File: src/design/uartp_pkg.sv
// ----------------------------------------------------------------------------
// uartp_pkg
// shared types, phase codes, register indexes and helpers for the uart
// transceiver with parity
// ----------------------------------------------------------------------------
package uartp_pkg;

    localparam int DATA_BITS = 8;
    localparam int PHASE_W   = 4;
    localparam int PERIOD_W  = 16;
    localparam int RX_TIMER_W = 17;

    // transmit phases
    localparam logic [PHASE_W-1:0] TX_IDLE  = PHASE_W'(0);
    localparam logic [PHASE_W-1:0] TX_START = PHASE_W'(1);
    localparam logic [PHASE_W-1:0] TX_PAR   = PHASE_W'(DATA_BITS + 2);
    localparam logic [PHASE_W-1:0] TX_STOP  = PHASE_W'(DATA_BITS + 3);

    // receive phases
    localparam logic [PHASE_W-1:0] RX_IDLE  = PHASE_W'(0);
    localparam logic [PHASE_W-1:0] RX_FIRST = PHASE_W'(1);
    localparam logic [PHASE_W-1:0] RX_PAR   = PHASE_W'(DATA_BITS + 1);
    localparam logic [PHASE_W-1:0] RX_STOP  = PHASE_W'(DATA_BITS + 2);

    // parity modes
    localparam logic [1:0] PARITY_NONE = 2'd0;
    localparam logic [1:0] PARITY_EVEN = 2'd1;
    localparam logic [1:0] PARITY_ODD  = 2'd2;

    // receive status codes
    localparam logic [1:0] STATUS_OK     = 2'd0;
    localparam logic [1:0] STATUS_FRAME  = 2'd1;
    localparam logic [1:0] STATUS_PARITY = 2'd2;

    // register indexes
    localparam logic REG_BIT_PERIOD = 1'b0;
    localparam logic REG_PARITY_SEL = 1'b1;

    localparam logic [PERIOD_W-1:0] BIT_PERIOD_RESET = PERIOD_W'(7500);

    typedef struct packed {
        logic [PERIOD_W-1:0] bit_period;
        logic [1:0]          parity_sel;
    } cfg_t;

    typedef struct packed {
        logic line;
        logic busy;
    } tx_out_t;

    typedef struct packed {
        logic       done;
        logic [7:0] data;
        logic [1:0] status;
    } rx_out_t;

    function automatic logic [PERIOD_W-1:0] period_ticks(input logic [PERIOD_W-1:0] bp);
        period_ticks = (bp == '0) ? PERIOD_W'(1) : bp;
    endfunction

    function automatic logic parity_on(input logic [1:0] mode);
        parity_on = (mode == PARITY_EVEN) || (mode == PARITY_ODD);
    endfunction

    function automatic logic odd_flag(input logic [1:0] mode);
        odd_flag = (mode == PARITY_ODD);
    endfunction

    function automatic logic byte_xor(input logic [7:0] b);
        logic x;
        x = 1'b0;
        for (int i = 0; i < 8; i++)
        begin
            if (i < DATA_BITS)
            begin
                x = x ^ b[i];
            end
        end
        byte_xor = x;
    endfunction

endpackage

File: src/design/uartp_tx.sv
// ----------------------------------------------------------------------------
// uartp_tx
// transmitter: frame state, bit timer and shift register, advanced once per
// accepted request; line level and busy for the current tick
// ----------------------------------------------------------------------------
module uartp_tx (
    input  logic                         clk,
    input  logic                         rst_n,
    input  logic                         step,
    input  uartp_pkg::cfg_t              cfg,
    input  logic                         send_request,
    input  logic [7:0]                   send_byte,
    output uartp_pkg::tx_out_t           result
);

    logic [uartp_pkg::PHASE_W-1:0]  phase_reg, phase_next;
    logic [7:0]                     shift_reg, shift_next;
    logic [uartp_pkg::PERIOD_W-1:0] timer_reg, timer_next;
    logic                           par_reg, par_next;

    logic [uartp_pkg::PERIOD_W-1:0] period;
    logic [uartp_pkg::PERIOD_W:0]   timer_inc;
    logic [uartp_pkg::PHASE_W-1:0]  advance;

    assign period = uartp_pkg::period_ticks(cfg.bit_period);

    always_comb
    begin
        phase_next  = phase_reg;
        shift_next  = shift_reg;
        timer_next  = timer_reg;
        par_next    = par_reg;
        result.line = 1'b1;
        result.busy = 1'b0;
        timer_inc   = '0;
        advance     = '0;

        // start of frame
        if (phase_reg == uartp_pkg::TX_IDLE && send_request)
        begin
            shift_next = send_byte;
            par_next   = uartp_pkg::byte_xor(send_byte) ^ uartp_pkg::odd_flag(cfg.parity_sel);
            phase_next = uartp_pkg::TX_START;
            timer_next = '0;
        end

        if (phase_next != uartp_pkg::TX_IDLE)
        begin
            result.busy = 1'b1;
            if (phase_next == uartp_pkg::TX_START)
            begin
                result.line = 1'b0;
            end
            else if (phase_next < uartp_pkg::TX_PAR)
            begin
                result.line = shift_next[0];
            end
            else if (phase_next == uartp_pkg::TX_PAR)
            begin
                result.line = par_next;
            end
            else
            begin
                result.line = 1'b1;
            end

            timer_inc = {1'b0, timer_next} + 1'b1;
            if (timer_inc >= {1'b0, period})
            begin
                timer_next = '0;
                if (phase_next > uartp_pkg::TX_START && phase_next < uartp_pkg::TX_PAR)
                begin
                    shift_next = shift_next >> 1;
                end
                advance = phase_next + 1'b1;
                if (advance == uartp_pkg::TX_PAR && !uartp_pkg::parity_on(cfg.parity_sel))
                begin
                    advance = uartp_pkg::TX_STOP;
                end
                if (phase_next >= uartp_pkg::TX_STOP)
                begin
                    advance = uartp_pkg::TX_IDLE;
                end
                phase_next = advance;
            end
            else
            begin
                timer_next = timer_inc[uartp_pkg::PERIOD_W-1:0];
            end
        end
    end

    always_ff @(posedge clk or negedge rst_n)
    begin
        if (!rst_n)
        begin
            phase_reg <= uartp_pkg::TX_IDLE;
            shift_reg <= '0;
            timer_reg <= '0;
            par_reg   <= 1'b0;
        end
        else if (step)
        begin
            phase_reg <= phase_next;
            shift_reg <= shift_next;
            timer_reg <= timer_next;
            par_reg   <= par_next;
        end
    end

endmodule

File: src/design/uartp_rx.sv
// ----------------------------------------------------------------------------
// uartp_rx
// receiver: start detect, mid-bit sample timer, data and parity capture and
// stop check, advanced once per accepted request
// ----------------------------------------------------------------------------
module uartp_rx (
    input  logic                 clk,
    input  logic                 rst_n,
    input  logic                 step,
    input  uartp_pkg::cfg_t      cfg,
    input  logic                 rx_line,
    output uartp_pkg::rx_out_t   result
);

    logic [uartp_pkg::PHASE_W-1:0]    phase_reg, phase_next;
    logic [7:0]                       shift_reg, shift_next;
    logic [uartp_pkg::RX_TIMER_W-1:0] timer_reg, timer_next;
    logic                             seen_reg, seen_next;

    logic [uartp_pkg::PERIOD_W-1:0]   period;
    logic [uartp_pkg::RX_TIMER_W:0]   period_x3;
    logic [uartp_pkg::PHASE_W-1:0]    idx;

    assign period    = uartp_pkg::period_ticks(cfg.bit_period);
    assign period_x3 = {2'b00, period} + {1'b0, period, 1'b0};
    assign idx       = phase_reg - uartp_pkg::RX_FIRST;

    always_comb
    begin
        phase_next    = phase_reg;
        shift_next    = shift_reg;
        timer_next    = timer_reg;
        seen_next     = seen_reg;
        result.done   = 1'b0;
        result.data   = '0;
        result.status = uartp_pkg::STATUS_OK;

        if (phase_reg == uartp_pkg::RX_IDLE)
        begin
            if (!rx_line)
            begin
                phase_next = uartp_pkg::RX_FIRST;
                timer_next = period_x3[uartp_pkg::RX_TIMER_W:1];
                shift_next = '0;
                seen_next  = 1'b0;
            end
        end
        else if (timer_reg > uartp_pkg::RX_TIMER_W'(1))
        begin
            timer_next = timer_reg - 1'b1;
        end
        else
        begin
            timer_next = {1'b0, period};
            if (phase_reg < uartp_pkg::RX_PAR)
            begin
                if (idx < uartp_pkg::PHASE_W'(8))
                begin
                    shift_next[idx[2:0]] = shift_reg[idx[2:0]] | rx_line;
                end
                seen_next  = seen_reg ^ rx_line;
                phase_next = phase_reg + 1'b1;
                if (phase_next == uartp_pkg::RX_PAR && !uartp_pkg::parity_on(cfg.parity_sel))
                begin
                    seen_next  = 1'b0;
                    phase_next = uartp_pkg::RX_STOP;
                end
            end
            else if (phase_reg == uartp_pkg::RX_PAR)
            begin
                // turns into the mismatch flag
                seen_next  = seen_reg ^ rx_line ^ uartp_pkg::odd_flag(cfg.parity_sel);
                phase_next = uartp_pkg::RX_STOP;
            end
            else
            begin
                result.done = 1'b1;
                result.data = shift_reg;
                if (!rx_line)
                begin
                    result.status = uartp_pkg::STATUS_FRAME;
                end
                else if (seen_reg)
                begin
                    result.status = uartp_pkg::STATUS_PARITY;
                end
                phase_next = uartp_pkg::RX_IDLE;
            end
        end
    end

    always_ff @(posedge clk or negedge rst_n)
    begin
        if (!rst_n)
        begin
            phase_reg <= uartp_pkg::RX_IDLE;
            shift_reg <= '0;
            timer_reg <= '0;
            seen_reg  <= 1'b0;
        end
        else if (step)
        begin
            phase_reg <= phase_next;
            shift_reg <= shift_next;
            timer_reg <= timer_next;
            seen_reg  <= seen_next;
        end
    end

endmodule

File: src/design/uart_transceiver_parity.sv
// ----------------------------------------------------------------------------
// uart_transceiver_parity
// uart transmitter and receiver with optional even or odd parity, one
// request per clock tick of the serial line, apb register port
//
//   channel   direction  handshake            payload
//   in        input      in_valid/in_ready    rx_line, send_request, send_byte
//   out       output     out_valid/out_ready  tx_line, tx_busy, rx_done,
//                                             rx_byte, rx_status
//   apb       input      psel/penable/pready  paddr, pwrite, pwdata, prdata
//
// one request per cycle; each request leaves its result in the output
// register in the cycle after, set by the tx and rx state update; in_ready
// is high when the output register is empty or being drained, so a stalled
// output holds one result and blocks further requests; reset clears both
// state machines and the output valid flag and resets the config registers
// ----------------------------------------------------------------------------
module uart_transceiver_parity (
    input  logic        clk,
    input  logic        rst_n,

    input  logic        in_valid,
    output logic        in_ready,
    input  logic        rx_line,
    input  logic        send_request,
    input  logic [7:0]  send_byte,

    output logic        out_valid,
    input  logic        out_ready,
    output logic        tx_line,
    output logic        tx_busy,
    output logic        rx_done,
    output logic [7:0]  rx_byte,
    output logic [1:0]  rx_status,

    input  logic        psel,
    input  logic        penable,
    input  logic        pwrite,
    input  logic [2:0]  paddr,
    input  logic [31:0] pwdata,
    output logic [31:0] prdata,
    output logic        pready
);

    uartp_pkg::cfg_t      cfg_reg;
    uartp_pkg::tx_out_t   tx_res;
    uartp_pkg::rx_out_t   rx_res;
    logic                 step;
    logic                 out_valid_reg;
    uartp_pkg::tx_out_t   tx_res_reg;
    uartp_pkg::rx_out_t   rx_res_reg;

    assign pready   = 1'b1;
    assign in_ready = !out_valid_reg || out_ready;
    assign step     = in_valid && in_ready;

    // register port
    always_ff @(posedge clk or negedge rst_n)
    begin
        if (!rst_n)
        begin
            cfg_reg.bit_period <= uartp_pkg::BIT_PERIOD_RESET;
            cfg_reg.parity_sel <= uartp_pkg::PARITY_NONE;
        end
        else if (psel && penable && pwrite)
        begin
            unique case (paddr[2])
                uartp_pkg::REG_BIT_PERIOD: cfg_reg.bit_period <= pwdata[15:0];
                uartp_pkg::REG_PARITY_SEL: cfg_reg.parity_sel <= pwdata[1:0];
                default: ;
            endcase
        end
    end

    always_comb
    begin
        unique case (paddr[2])
            uartp_pkg::REG_BIT_PERIOD: prdata = {16'b0, cfg_reg.bit_period};
            uartp_pkg::REG_PARITY_SEL: prdata = {30'b0, cfg_reg.parity_sel};
            default:                   prdata = '0;
        endcase
    end

    uartp_tx u_tx (
        .clk          (clk),
        .rst_n        (rst_n),
        .step         (step),
        .cfg          (cfg_reg),
        .send_request (send_request),
        .send_byte    (send_byte),
        .result       (tx_res)
    );

    uartp_rx u_rx (
        .clk     (clk),
        .rst_n   (rst_n),
        .step    (step),
        .cfg     (cfg_reg),
        .rx_line (rx_line),
        .result  (rx_res)
    );

    // result register
    always_ff @(posedge clk or negedge rst_n)
    begin
        if (!rst_n)
        begin
            out_valid_reg <= 1'b0;
        end
        else if (step)
        begin
            out_valid_reg <= 1'b1;
        end
        else if (out_ready)
        begin
            out_valid_reg <= 1'b0;
        end
    end

    always_ff @(posedge clk)
    begin
        if (step)
        begin
            tx_res_reg <= tx_res;
            rx_res_reg <= rx_res;
        end
    end

    assign out_valid = out_valid_reg;
    assign tx_line   = tx_res_reg.line;
    assign tx_busy   = tx_res_reg.busy;
    assign rx_done   = rx_res_reg.done;
    assign rx_byte   = rx_res_reg.data;
    assign rx_status = rx_res_reg.status;

endmodule

File: config.mk
export PLATFORM = sky130hd
export DESIGN_NAME = uart_transceiver_parity
export DESIGN_NICKNAME = d
export VERILOG_FILES = /design/src/design/uartp_pkg.sv /design/src/design/uartp_tx.sv /design/src/design/uartp_rx.sv /design/src/design/uart_transceiver_parity.sv
export SDC_FILE = /design/constraint.sdc
export NUM_CORES = 1
export LEC_CHECK = 0
export BUFFER_PORTS_ARGS = -buffer_cell sky130_fd_sc_hd__buf_2
export CORE_AREA = 2 2 111 113
export DETAILED_ROUTE_END_ITERATION = 7
export DIE_AREA = 0 0 113 115
export PLACE_DENSITY = 0.8
export SLEW_MARGIN = 25
export SYNTH_ARGS = -nofsm -noshare
export SYNTH_HDL_FRONTEND = slang
export SYNTH_SLANG_ARGS = --single-unit
File: constraint.sdc
create_clock -name clk -period 6.2 [get_ports clk]
set_input_delay 1.24 -clock clk [delete_from_list [all_inputs] [get_ports clk]]
set_output_delay 1.24 -clock clk [all_outputs]
set_load 0.005 [all_outputs]
==> impl_results.md, run 1 <==
- WL/cell: 16.6 microns
- Routed vias: 5967
- Post-synth top area share: 26.4%
- TritonCTS clock tree: built
- # setup viols final: 0
- Fin cells: 979
- Crit path DAT: 5.21 ns
- GRT Util Overall: 26.1%
- Post-route ant nets: 0
- Total negative slack: 0 ns
- Synth Warn #: 0
- DRC: 5
- ANT cells: 0
- Aggregate global routing overflow: 0
- Synthesized cell area: 0.00673 sq mm
- Util after Layout: 62.6%
- GR Util met3: 4.06%
- Chip width: 113 microns
- Die area: 0.0130 sq mm
- Clock Latency Late Sink: 0.36 ns
- Busiest layer in global routing: met2
- Type of origin of the critical path: primary input
- Period minus WS final: 5.01 ns
- Largest net degree at the start of global routing: 79
- Final nets: 926
- Mapped Avg Cell Area: 8.59 sq um
- Clk pin slew, worst setup/hold paths: 0.07 ns
- Post-synthesis cell count: 783
- Synth unique cells: 68
- Core Rows: 40
- CP max FO: 24
- Crit-path max cell delay: 0.73 ns
- Worst rel slew slack: 37.8%
- Clock buffer depth: 2
- Root Driver: clkbuf_16
- Hpwl dp: 11700 microns
- CTS buffer count: 9
- Max capacitance violation total: 0
- Synth top cells by count: nand2_1, dfrtp_1, nor2_1
- Core Area: 0.0118 sq mm
- Number of global-route vias before repair: 5633
- RSZ-0062 raised after global routing: no
- Max reg flops: 18
- EDFF count, synth: 13
- Starting Density: 56.9%
- Largest area contributor in the netlist: dfrtp_1
- Final Max Tran Viols: 0
- Failing checks: DRC
- Initial antenna violation count: 0
- Period utilization: 80.9%
- # IOs: 100
- Postcts setup bufs: 0
- Pwr dens: 388 mW/mm^2
- DP Cell Count: 963
- Max Fclk: 199 MHz
- Post-CTS Hold Fix Bufs: 0
- Crit path cell chain: buf_2 > nor3b_2 > buf_4 > nor2b_1 > ha_1 > nand3_1 > nor4_1 > xnor2_1 > nor2_1 > ha_1 > nand4_1 > nor3_1 > o221ai_1 > and4_1 > nor3_1 > a221oi_1
- Largest family of logic cells by synthesized area: simple AND/OR/NAND/NOR gates
- Worst-Margin Slew: 0.931 ns
- Via density: 6.09
- Kind of critical path: in2reg
- Hold Crit Class: reg2reg
- GR Layer Usage met2: 41.2%
- Critical path capture point type: flop
- Area Growth Syn to Fin: 9.95%
- Die height: 115 microns
- Critical Path RT: 6.39 ns
- Synth area leaders: dfrtp_1, ha_1, edfxtp_1
- Peak VDD IR: 0.185 mV
- GP Congestion: 0.986
- Post-synthesis register bit count: 91
- Met1 Use GR: 36.0%
- First-pass GRT wire length: 27500 microns
- IO buf count: 64
- Status: finished, violations left
- Post-Route WL: 16300 microns
- Worst clock skew: 0.00818 ns
- Most used flip-flop cell after synthesis: dfrtp_1
- Final Hold Viols: 0
- Synth Area in Adders: 8.86%
- TritonRoute pass-1 iters: 8
- Clock tree sinks: 91
- Initial drt markers: 552
- Lkg Pwr: 3.35 nW
- Post-synthesis mux area share: 5.13%
- Compound-Gate Fraction of Synth Area: 17.9%
- Share of flip-flops with an asynchronous set or reset: 85.7%
- R2r setup slk: 1.45 ns
- Register area share after synthesis: 35.0%
- Top-count cell post-synth: nand2_1
- Layout cell share with drive strength beyond 1: 14.4%
- XOR/XNOR share of the synthesized area: 5.60%
- H-tree level count: 3
- CP max stage cell: nor3_1
- PostCTS Resize Cnt: 0
- Simple-gate share of the synthesized area: 20.4%
## report_power, final
| group | leakage (nW) | switching, mW | total [mW] | internal, mW |
|---|---|---|---|---|
| Combinational | 2.13 | 0.757 | 1.29 | 0.533 |
| Sequential | 1.07 | 0.209 | 0.984 | 0.775 |
| Clock | 0.147 | 0.244 | 0.597 | 0.353 |
| Total | 3.35 | 1.21 | 2.87 | 1.66 |
## layout by cell type (no fill, tap or decap), types with 5 or more instances in the layout
master	n
a31oi_1	15
nor2b_1	6
nor3_1	20
and3_1	7
conb_1	17
nor4_1	5
nand3_1	21
mux2_2	20
a211oi_1	7
nand2_1	92
a311oi_1	5
ha_1	46
edfxtp_1	13
mux2i_1	12
xor2_1	18
buf_2	63
a221oi_1	8
o22ai_1	7
nor2_1	71
dfrtp_1	71
nand4_1	14
o21ai_0	40
inv_1	56
and2_1	9
nand2b_1	7
o211ai_1	9
dfstp_2	7
xnor2_1	25
a21oi_1	31
o41ai_1	8
clkbuf_16	9
a21o_1	7
or3_1	6
## worst paths after layout
check | from | to | cells past startpoint
worst max-delay path | send_request | u_tx.shift_reg[2] | 16
worst min-delay path | u_tx.par_reg | u_tx.par_reg | 2
worst max register to register | u_tx.phase_reg[1] | u_tx.shift_reg[2] | 16
worst min register to register | u_tx.par_reg | u_tx.par_reg | 2
max in group asynchronous | rst_n | u_tx.timer_reg[8] | 1
min in group asynchronous | rst_n | u_rx.shift_reg[1] | 1
## worst max-delay path: cells and delay by family
kind,cells,cell delay (ns)
compound gates,2,0.39
xor+xnor,1,0.22
fa+ha+maj,2,0.60
buf+inv,2,0.35
simple gates,9,2.40
## kinds of logic (layout without fill, tap and decap cells)
logic type      after synthesis  count (layout)
simple gates                283             283
xor+xnor                     43              43
flops                        91              91
other cells                   2              17
mux                          32              32
fa+ha+maj                    47              47
buf+inv                     107             141
compound gates              178             178
## metrics by stage
step	power [mW]	hold slack (ns)	setup slack [ns]	instance area, sq um
finish	2.87	0.490	1.19	7390
global route	3.09	0.523	0.793	7390
CTS	2.86	0.492	1.23	7390
detailed placement	2.25	0.477	0.957	7080
global placement	2.19	0.470	1.02	7070
floorplan	1.92	0.451	1.50	6780
## layout make-up
type / count / area (sq um)
multi-input combinational: 600 / 3980
sequential: 91 / 2350
timing repair buffer: 68 / 357
inverter: 57 / 214
fill: 973 / 4420
tap: 147 / 184
clock buffer: 11 / 233
clock inverter: 5 / 80.1
## routing by layer
metal	wire length, microns	vias to the layer above
li1	-	2870
met1	7220	2826
met2	7540	241
met3	1110	30
met4	386	0
met5	0	-
Power figures use the tool's default switching activity.
==> inputs of run 2 (changes only) <==
--- a/config.mk
+++ b/config.mk
@@ -6,10 +6,10 @@
 export NUM_CORES = 1
 export LEC_CHECK = 0
 export BUFFER_PORTS_ARGS = -buffer_cell sky130_fd_sc_hd__buf_2
-export CORE_AREA = 2 2 111 113
+export CORE_AREA = 2 2 116 118
 export DETAILED_ROUTE_END_ITERATION = 7
-export DIE_AREA = 0 0 113 115
-export PLACE_DENSITY = 0.8
+export DIE_AREA = 0 0 118 120
+export PLACE_DENSITY = 0.77
 export SLEW_MARGIN = 25
 export SYNTH_ARGS = -nofsm -noshare
 export SYNTH_HDL_FRONTEND = slang
==> constraint.sdc (replaced) <==
create_clock -name clk -period 4.55 [get_ports clk]
set_input_delay 0.91 -clock clk [delete_from_list [all_inputs] [get_ports clk]]
set_output_delay 0.91 -clock clk [all_outputs]
set_load 0.005 [all_outputs]
==> run 2 against run 1 <==
  * Critical path type is now reg2reg
  * Power rose by 33%
  * Final cell count is 3.8% higher
  * The run now ends clean
  * Clock power up 23%
  * Largest power group unchanged
==> impl_results.md, run 2 (synthesized netlist as in run 1, its figures left out) <==
- WHS Path Cells: 1
- WL/cell: 15.9 microns
- Critical Path Stages: 15
- Worst-Margin Slew: 0.856 ns
- Final Max Tran Viols: 0
- Fill cells: 1192
- Die area: 0.0142 sq mm
- Initial antenna violation count: 0
- Period minus WS final: 4.10 ns
- Hold Crit Class: reg2reg
- Post-route ant nets: 0
- IO buf count: 64
- Status: completed
- Core Area: 0.0130 sq mm
- Reg2reg path depth: 15
- Multi-input gate area: 0.00397 sq mm
- Worst clock skew: 0.00708 ns
- Number of global-route vias before repair: 5482
- TritonRoute pass-1 iters: 5
- Post-CTS Hold Fix Bufs: 0
- Clock tree sinks: 91
- Register area: 0.00235 sq mm
- Die height: 120 microns
- Fin Hold WS: 0.491 ns
- Crit path DAT: 4.30 ns
- Pwr dens: 513 mW/mm^2
- Root Driver: clkbuf_16
- Lkg Pwr: 3.38 nW
- Hpwl dp: 11700 microns
- Peak VDD IR: 0.217 mV
- CTS buffer count: 9
- WP buf/inv: 0
- Max capacitance violation total: 0
- Crit-path max cell delay: 0.50 ns
- Final Hold Viols: 0
- Crit path cell chain: or3_1 > nor3b_2 > nor2b_1 > ha_1 > nand3_1 > nor2_1 > xnor2_1 > nor2_1 > ha_1 > a211oi_1 > nor2_1 > o221ai_1 > a41oi_1 > o21ai_1 > a221oi_1
- Clk pin slew, worst setup/hold paths: 0.06 ns
- Core Rows: 42
- TritonCTS clock tree: built
- Leading cell type in the layout, fill and taps excluded: nand2_1
- H-tree level count: 3
- CP max FO: 11
- Aggregate global routing overflow: 0
- DRC: 0
- RSZ-0062 raised after global routing: no
- Critical path capture point type: flop
- Post-Route WL: 16200 microns
- Max Fclk: 244 MHz
- Total negative slack: 0 ns
- Chip width: 118 microns
- Via density: 5.84
- Layout cell share with drive strength beyond 1: 15.4%
- CP most frequent cell: nor2_1
- R2r setup slk: 0.45 ns
- # setup viols final: 0
- Starting Density: 51.8%
- Type of origin of the critical path: flop
- ANT cells: 0
- Clock buffer depth: 2
- Period utilization: 90.1%
- Critical Path RT: 4.74 ns
- Routed vias: 5935
- GP Congestion: 0.868
- Final nets: 935
- # IOs: 100
- Clock Latency Late Sink: 0.35 ns
- Family with the most delay on the worst path: compound AO/OA/AOI/OAI gates
- Kind of critical path: reg2reg
- PostCTS Resize Cnt: 0
- Postcts setup bufs: 0
- Initial drt markers: 622
- Largest net degree at the start of global routing: 79
- Max reg flops: 18
- Worst rel slew slack: 42.6%
- GRT Util Overall: 23.5%
- PnR worst setup slack: 0.448 ns
- CP max stage cell: o21ai_1
- First-pass GRT wire length: 27100 microns
- Area Growth Syn to Fin: 10.9%
- Setup Slack @ Placement: 0.209 ns
- Most frequent cells in the layout: nand2_1, nor2_1, dfrtp_1, buf_2, inv_1
## run 2: cell count changes in the layout (fill, tap and decap cells not counted)
cell        delta
clkinvlp_4     +1
a21oi_2        +1
clkinv_1       +1
bufinv_16      -1
a21oi_4        -1
clkinv_4       -1
buf_4          +9
clkinv_2       +1
clkbuf_1       -2
## run 2: per-layer routing
metal / track usage [%] / wire (microns)
met5: 0 / 0
met4: 10.0 / 475
met3: 3.28 / 949
met2: 35.8 / 7180
met1: 33.7 / 7560
## run 2: report_power, final
part	switching [mW]	total [mW]	internal, mW	leakage (nW)
logic	1.02	1.76	0.736	2.17
clock network	0.314	0.732	0.418	0.132
registers	0.279	1.34	1.06	1.07
## run 2: worst paths after layout
path / startpoint / to
worst min-delay path: u_tx.shift_reg[7] / u_tx.shift_reg[7]
worst max register to register: u_tx.phase_reg[1] / u_tx.shift_reg[3]
max in group asynchronous: rst_n / cfg_reg[3]
worst min register to register: u_tx.shift_reg[7] / u_tx.shift_reg[7]
worst max-delay path: u_tx.phase_reg[1] / u_tx.shift_reg[3]
min in group asynchronous: rst_n / u_tx.shift_reg[4]
## run 2: layout make-up
cell class	instances	share of cell area, %
Sequential cell	91	31.5
Clock buffer	9	3.02
Clock inverter	6	0.771
Multi-Input combinational cell	600	53.2
Timing Repair Buffer	77	5.69
Tap cell	176	2.95
Inverter	57	2.87
## run 2: stage by stage
stage | utilization, % | area, sq um | power, mW | instances
CTS | 57.5 | 7460 | 3.81 | 1016
finish | 57.5 | 7460 | 3.83 | 1016
floorplan | - | 6780 | 2.62 | 798
detailed placement | 55.3 | 7170 | 3.06 | 1001
global route | 57.5 | 7460 | 4.12 | 1016
global placement | 55.3 | 7170 | 3.02 | 1001
## run 2: worst register-to-register path, cell delays in order, from the launching register on
cell and delay (ns):
dfrtp_1 0.48, or3_1 0.48, nor3b_2 0.29, nor2b_1 0.12, ha_1 0.27, nand3_1 0.19, nor2_1 0.07, xnor2_1 0.19
nor2_1 0.07, ha_1 0.31, a211oi_1 0.26, nor2_1 0.08, o221ai_1 0.26, a41oi_1 0.16, o21ai_1 0.50, a221oi_1 0.20
==> inputs of run 3 (changes only) <==
--- a/config.mk
+++ b/config.mk
@@ -10,6 +10,7 @@
 export DETAILED_ROUTE_END_ITERATION = 7
 export DIE_AREA = 0 0 118 120
 export PLACE_DENSITY = 0.77
+export RECOVER_POWER = 50
 export SLEW_MARGIN = 25
 export SYNTH_ARGS = -nofsm -noshare
 export SYNTH_HDL_FRONTEND = slang
==> run 3 against run 2 <==
  * The run now ends with capacitance limit, slew limit left
  * Core utilization shrank 0.096 points
  * Count of clock-buffer cells in the layout is the same
  * First-iteration DRC count grew 0.32%
  * Wire length is essentially flat
  * Global-route usage is the same
  * Largest power group unchanged
==> impl_results.md, run 3 (synthesized netlist as in run 1, its figures left out) <==
- CP Launch Point: u_tx.phase_reg[1]
- Total negative slack: 0 ns
- Util after Layout: 57.4%
- Die height: 120 microns
- Family with the most delay on the worst path: compound AO/OA/AOI/OAI gates
- Crit-path max cell delay: 0.50 ns
- RR Startpoint: u_tx.phase_reg[1]
- Failing checks: capacitance limit, slew limit
- TritonCTS clock tree: built
- Max Fclk: 244 MHz
- CP most frequent cell: nor2_1
- Routed vias: 5933
- GP Congestion: 0.868
- WL/cell: 15.9 microns
- DRC: 0
- GRT Util Overall: 23.5%
- Worst clock skew: 0.00706 ns
- RSZ-0062 raised after global routing: no
- Critical Path RT: 4.74 ns
- Fill cells: 1193
- Critical Path Stages: 15
- PostCTS Resize Cnt: 0
- Worst-Margin Slew: 2.00 ns
- H-tree level count: 3
- Post-CTS Hold Fix Bufs: 0
- CP max stage cell: o21ai_1
- Post-Route WL: 16200 microns
- Pwr dens: 513 mW/mm^2
- Initial drt markers: 624
- Lkg Pwr: 3.37 nW
- DP Area: 0.00717 sq mm
- Max reg flops: 18
- Core Area: 0.0130 sq mm
- Status: finished, violations left
- Register area: 0.00235 sq mm
- Core Rows: 42
- Final nets: 935
- Clock Latency Late Sink: 0.35 ns
- Type of origin of the critical path: flop
- ANT cells: 0
- Final Cell Area: 0.00745 sq mm
- CP max FO: 11
- # IOs: 100
- Most frequent cells in the layout: nand2_1, nor2_1, dfrtp_1, buf_2, inv_1
- Critical path capture point type: flop
- Final Max Tran Viols: 79
- Clk pin slew, worst setup/hold paths: 0.06 ns
- Hold Crit Class: reg2reg
- TritonRoute pass-1 iters: 5
- Area Growth Syn to Fin: 10.8%
- Crit path cell chain: or3_1 > nor3b_2 > nor2b_1 > ha_1 > nand3_1 > nor2_1 > xnor2_1 > nor2_1 > ha_1 > a211oi_1 > nor2_1 > o221ai_1 > a41oi_1 > o21ai_1 > a221oi_1
- Peak VDD IR: 0.217 mV
- CTS buffer count: 9
- Setup Slack @ Placement: 0.209 ns
- First-pass GRT wire length: 27100 microns
- Crit path to: u_tx.shift_reg[3]
- Initial antenna violation count: 0
- Max capacitance violation total: 1
- Chip width: 118 microns
- Period utilization: 90.1%
- Via density: 5.84
- Multi-input gate area: 0.00397 sq mm
- Root Driver: clkbuf_16
- Layout cell share with drive strength beyond 1: 15.0%
- Starting Density: 51.8%
- PnR worst setup slack: 0.448 ns
- Hpwl dp: 11700 microns
- Reg2reg path depth: 15
- Aggregate global routing overflow: 0
- Kind of critical path: reg2reg
- Final Hold Viols: 0
- # setup viols final: 0
- Largest net degree at the start of global routing: 79
- Clock buffer depth: 2
- Worst rel slew slack: -33.3%
- Die area: 0.0142 sq mm
- Crit path DAT: 4.30 ns
- Post-route ant nets: 0
- Period minus WS final: 4.10 ns
- Clock tree sinks: 91
- R2r setup slk: 0.45 ns
- Leading cell type in the layout, fill and taps excluded: nand2_1
- Number of global-route vias before repair: 5482
- Reg2reg end: u_tx.shift_reg[3]
- Postcts setup bufs: 0
- IO buf count: 64
- WP buf/inv: 0
[run 3: how the worst min path moves through the flow]
stage / start / endpoint / cells past startpoint
2_1_floorplan: u_tx.par_reg / u_tx.par_reg / 2
3_3_place_gp: u_tx.shift_reg[7] / u_tx.shift_reg[7] / 1
3_5_place_dp: u_tx.timer_reg[1] / u_tx.timer_reg[1] / 2
4_1_cts: u_tx.shift_reg[7] / u_tx.shift_reg[7] / 1
5_1_grt: u_tx.shift_reg[7] / u_tx.shift_reg[7] / 1
6_report: u_tx.shift_reg[7] / u_tx.shift_reg[7] / 1
[run 3: where the power goes]
part           switching [mW]  internal, mW
registers               0.279          1.06
clock network           0.314         0.418
logic                    1.02         0.734
total                    1.62          2.21
[run 3: metal layers]
layer  up-vias  routed length [microns]  global-route usage [%]
li1       2892                        -                       -
met1      2787                     7550                    33.7
met2       221                     7180                    35.8
met3        33                      950                    3.28
met4         0                      475                    10.0
met5         -                        0                       0
[run 3: cell type report]
class	count	share of cell area, %
Multi-Input combinational cell	600	53.3
Sequential cell	91	31.6
Timing Repair Buffer	77	5.53
Clock buffer	9	3.02
Tap cell	176	2.96
Inverter	57	2.87
Clock inverter	6	0.773
[run 3: stage by stage]
step	power (mW)	std cells	hold slack, ns
final	3.82	1016	0.491
after global routing	4.11	1016	0.524
after CTS	3.81	1016	0.495
after detailed placement	3.06	1001	0.480
after global placement	3.02	1001	0.475
after floorplan	2.62	798	0.451
